File: config.mk
export PLATFORM = sky130hd
export DESIGN_NAME = gbba_locate
export DESIGN_NICKNAME = d
export VERILOG_FILES = /design/src/gbba_pkg.sv /design/src/gbba_locate.sv
export SDC_FILE = /design/constraint.sdc
export NUM_CORES = 1
export LEC_CHECK = 0
export BUFFER_PORTS_ARGS = -buffer_cell sky130_fd_sc_hd__clkbuf_2
export CORE_AREA = 5 5 75 60
export DETAILED_ROUTE_END_ITERATION = 12
export DIE_AREA = 0 0 80 65
export PLACE_DENSITY = 0.78
export SKIP_CTS_REPAIR_TIMING = 1
export SYNTH_ARGS = -nofsm -noshare
export SYNTH_HDL_FRONTEND = slang
export SYNTH_SLANG_ARGS = --single-unit
File: constraint.sdc
create_clock -name clk -period 2.5 [get_ports clk]
set_clock_uncertainty 0.1 [all_clocks]
set_input_delay 0.375 -clock clk [delete_from_list [all_inputs] [get_ports clk]]
set_output_delay 0.375 -clock clk [all_outputs]
set_load 0.01 [all_outputs]
File: src/gbba_pkg.sv
// Shared types and constants of the grouped bitmap block allocator.
// Depends on nothing; every other file refers to it by scoped names.
package gbba_pkg;

	localparam int BLK_W     = 14;
	localparam int STAT_W    = 2;
	localparam int CFG_W     = 11;
	localparam int BPG_REG_W = 11;
	localparam int GRP_REG_W = 4;
	localparam int CFG_IDX_W = 1;
	localparam int WORD_W    = 64;
	localparam int BIT_W     = 6;

	localparam logic CMD_ALLOC = 1'b0;
	localparam logic CMD_FREE  = 1'b1;

	localparam logic [CFG_IDX_W-1:0] REG_BLOCKS_PER_GROUP = 1'b0;
	localparam logic [CFG_IDX_W-1:0] REG_GROUPS_IN_USE    = 1'b1;

	localparam logic [STAT_W-1:0] ST_OK           = 2'd0;
	localparam logic [STAT_W-1:0] ST_INVALID      = 2'd1;
	localparam logic [STAT_W-1:0] ST_NONE_FREE    = 2'd2;
	localparam logic [STAT_W-1:0] ST_ALREADY_FREE = 2'd3;

	typedef struct packed {
		logic             command;
		logic [BLK_W-1:0] block_number;
	} in_item_t;

	typedef struct packed {
		logic [STAT_W-1:0] status;
		logic [BLK_W-1:0]  allocated_block;
		logic [BLK_W-1:0]  total_used;
	} out_item_t;

endpackage

File: src/gbba_locate.sv
// Block-to-group mapping by repeated subtraction, one group per cycle.
// Flags a block beyond the active groups. Uses gbba_pkg for field widths.
module gbba_locate #(
	parameter int BPGW = 11,
	parameter int NGW  = 4,
	parameter int GW   = 3,
	parameter int IW   = 10
) (
	input  logic                       clk,
	input  logic                       arst_n,
	input  logic                       start,
	input  logic [gbba_pkg::BLK_W-1:0] dividend,
	input  logic [BPGW-1:0]            divisor,
	input  logic [NGW-1:0]             groups,
	output logic                       done,
	output logic                       invalid,
	output logic [GW-1:0]              group,
	output logic [IW-1:0]              index
);

	logic [gbba_pkg::BLK_W-1:0] rem_q;
	logic [GW-1:0]              quo_q;
	logic                       busy_q;
	logic                       done_q;
	logic                       invalid_q;
	logic [gbba_pkg::BLK_W-1:0] div_ext;

	assign div_ext = gbba_pkg::BLK_W'(divisor);

	always_ff @(posedge clk or negedge arst_n) begin
		if (!arst_n) begin
			busy_q    <= 1'b0;
			done_q    <= 1'b0;
			invalid_q <= 1'b0;
		end else begin
			done_q <= 1'b0;
			if (start) begin
				busy_q <= 1'b1;
			end else if (busy_q) begin
				if (rem_q < div_ext) begin
					busy_q    <= 1'b0;
					done_q    <= 1'b1;
					invalid_q <= 1'b0;
				end else if (NGW'(quo_q) == groups - NGW'(1)) begin
					// past the last active group
					busy_q    <= 1'b0;
					done_q    <= 1'b1;
					invalid_q <= 1'b1;
				end
			end
		end
	end

	always_ff @(posedge clk) begin
		if (start) begin
			rem_q <= dividend;
			quo_q <= '0;
		end else if (busy_q && rem_q >= div_ext && NGW'(quo_q) != groups - NGW'(1)) begin
			rem_q <= rem_q - div_ext;
			quo_q <= quo_q + GW'(1);
		end
	end

	assign done    = done_q;
	assign invalid = invalid_q;
	assign group   = quo_q;
	assign index   = IW'(rem_q);

endmodule

==> run_results.csv <==
group,metric,value,unit
clock_network,tritoncts,"done",
finish,drive_above_1_share,0.329,
synth,synth_ff_type,"edfxtp_1",
floorplanning,ios,47,
placed_design,port_buffers,46,
critical_path,cp.depth,8,
clock_network,cts_buffer_depth,2,
floorplanning,initial_core_util,0.431,
critical_path,end_kind,"flip-flop",
synth,async_flop_share,0.150,
critical_path,cp-endpoint,"rem_q[5]",
synth,yosysSeqAreaShare,0.339,
critical_path,worst-path-buf-inv,1,
grt,top_usage_layer,"met2",
synth,avgSynthCellArea,8.95,sq um
finish,nets,275,
timing,hold_viol,0,
placed_design,pre_cts_ws,-0.0471,ns
detailed_routing,drc_errors,0,
grt,met3_usage,0.0417,
timing,slew_violations,0,
grt,grt_max_degree,23,
floorplanning,die_w,80,um
timing,finalSetupViolCount,0,
timing,fmax,415,MHz
synth,synthAdderAreaFrac,0.112,
synth,synthCells,183,
timing,holdWs,0.280,ns
floorplanning,die_area,5200,sq um
placed_design,placed_cell_area,1900,sq um
floorplanning,coreArea,3800,sq um
detailed_routing,drt-initial-drc-count,79,
synth,synth_xor_area_frac,0.0695,
finish,final_util,0.532,
critical_path,cp_data_required_time,2.36,ns
finish,antenna_cells,0,
detailed_routing,via_per_inst,4.94,
grt,grt_pass1_vias,1294,
synth,netlist_area,1640,sq um
grt,overflow,0,
detailed_routing,wl_per_cell,12.9,um
timing,post-route-period-util,0.965,
power,power_density,1190,nW/um^2
power,ir_drop,0.000582,V
min_path,hold_path_depth,3,
detailed_routing,ant_nets,0,
finish,syn_to_final_growth,23.5,%
detailed_routing,num_vias,1398,
critical_path,cp_top_family,"compound AO/OA/AOI/OAI gates",
grt,use_met1,0.198,
synth,syn-num-nets,229,
synth,yosys_warnings,0,
synth,synth_edf_count,14,
outcome,status,"completed",
timing,fin_ws,0.0875,ns
grt,grt_pass1_wl,5.93,mm
critical_path,reg2reg_from,"rem_q[0]",
synth,synth-simple-area-share,0.160,
floorplanning,rows,20,
critical_path,r2r_cells,8,
clock_network,worstSkewPairLatency,0.27,ns
detailed_routing,wl,3.64,mm
placed_design,detailed_place_hpwl,2.87,mm
min_path,min_path_type,"in2reg",
finish,final_area,2020,sq um
critical_path,crit_fanout,14,
critical_path,slowest_delay,0.40,ns
critical_path,worstSetupStartpointType,"flip-flop",
critical_path,worstReg2RegEnd,"rem_q[5]",
placed_design,gp_congestion,0.789,
clock_network,clk_pin_slew_worst_paths,0.08,ns
job,cap_violations,0,
power,p_total,2.41,mW
floorplanning,die_h,65,um
critical_path,cp.arrival,2.27,ns
detailed_routing,drtPass1Iterations,4,
timing,fin_crit,2.41,ns
grt,antenna_found_initial,0,
synth,synth_compound_area_frac,0.215,
clock_network,htreeDepth,1,
timing,worst_slew_pin_slew,0.429,ns
critical_path,rrSetupSlack,0.09,ns
synth,synthMuxAreaShare,0.00611,
clock_network,numCtsBuffers,3,
grt,grtUsageTotal,0.145,
grt,grt_use_met2,0.228,
critical_path,critical-path-slowest-cell,"edfxtp_1",
finish,nFillCells,375,
synth,ys_ff_latch,20,
clock_network,clock_sinks,20,
critical_path,crit_start,"rem_q[0]",
critical_path,path_cells,"inv_2 -> ha_4 -> fa_2 -> nand2b_4 -> a211oi_1 -> o21a_1 -> o311a_4 -> or2_4",
synth,synth_top_family_by_area,"compound AO/OA/AOI/OAI gates",
timing,slew_headroom,0.714,
critical_path,worstSetupPathType,"reg2reg",
synth,yosysUniqueCellTypes,41,
power,p_leak,0.940,nW
clock_network,clockRootBuffer,"clkbuf_8",
## tightest hold or removal path: stages
cell	delay [ns]
clkbuf_2	0.07
nand2_1	0.04
o31ai_1	0.05
## flip-flops by register name, indices dropped and copies added (netlist names)
register	flops
done	1
invalid	1
group	3
rem_q	14
busy_q	1
## metal layers
metal	vias up	part of all wire
met5	-	0
met4	0	0.0047
met1	626	0.49
met2	41	0.44
met3	2	0.063
li1	729	-
## cell families after synthesis
group                      Yosys count
AOI/OAI and AO/OA                   48
xor gates and xnor gates            13
adders and majority gates           14
buffers and inverters               33
DFF                                 20
muxes                                1
and+or+nand+nor                     54
## worst min-delay path by stage
stage | startpoint | to | slack [ns]
after floorplan | arst_n | busy_q | -0.02
after global placement | arst_n | done | 0.07
after detailed placement | arst_n | invalid | 0.07
after CTS | arst_n | invalid | -0.22
after global routing | dividend[4] | rem_q[4] | 0.30
final | dividend[3] | rem_q[3] | 0.28
## through the flow
| stage | std cells | setup TNS (ns) |
|---|---|---|
| finish | 283 | 0 |
| global route | 283 | -0.0244 |
| CTS | 281 | -0.187 |
| detailed placement | 277 | -0.674 |
| global placement | 277 | 0 |
| floorplan | 183 | 0 |
## report_power, final
group | internal [mW] | switching [mW]
sequential | 0.563 | 0.107
combinational | 0.683 | 0.793
clock | 0.140 | 0.118
## final cells by class
type                       count  area, sq um  area share
clock buffer                   4         55.1      0.0272
inverter                      19         71.3      0.0353
multi-input combinational    130          972       0.481
sequential                    20          556       0.275
tap                           55         68.8      0.0340
timing repair buffer          55          300       0.148
## cells in the final DEF, fill, tap and decap left out, types with 7 or more instances in the layout
cell | netlist | routed
xnor2_1 | 7 | 7
edfxtp_1 | 14 | 14
ha_1 | 13 | 12
buf_4 | 10 | 8
nor2_1 | 14 | 14
nor3_1 | 7 | 7
nand2_1 | 17 | 17
clkbuf_2 | 0 | 46
o21ai_0 | 11 | 11
inv_1 | 19 | 18
## cell usage after synthesis, types with 2 or more instances
library cell	n	area share
o21a_1	6	0.027
xor2_1	6	0.032
nand3_1	3	0.0092
buf_4	10	0.046
a21oi_1	6	0.018
edfxtp_1	14	0.26
nand2_1	17	0.039
or3b_1	2	0.011
nand2b_1	4	0.015
o31ai_1	5	0.023
inv_1	19	0.044
dfrtp_1	3	0.046
clkbuf_1	4	0.0092
xnor2_1	7	0.037
nor2_1	14	0.032
a211oi_1	3	0.014
dfxtp_1	3	0.037
o21ai_1	4	0.012
a31o_1	2	0.011
nand4_1	2	0.0076
nor3_1	7	0.021
o21ai_0	11	0.034
ha_1	13	0.099
No activity file was read; power rests on OpenSTA's default activity.
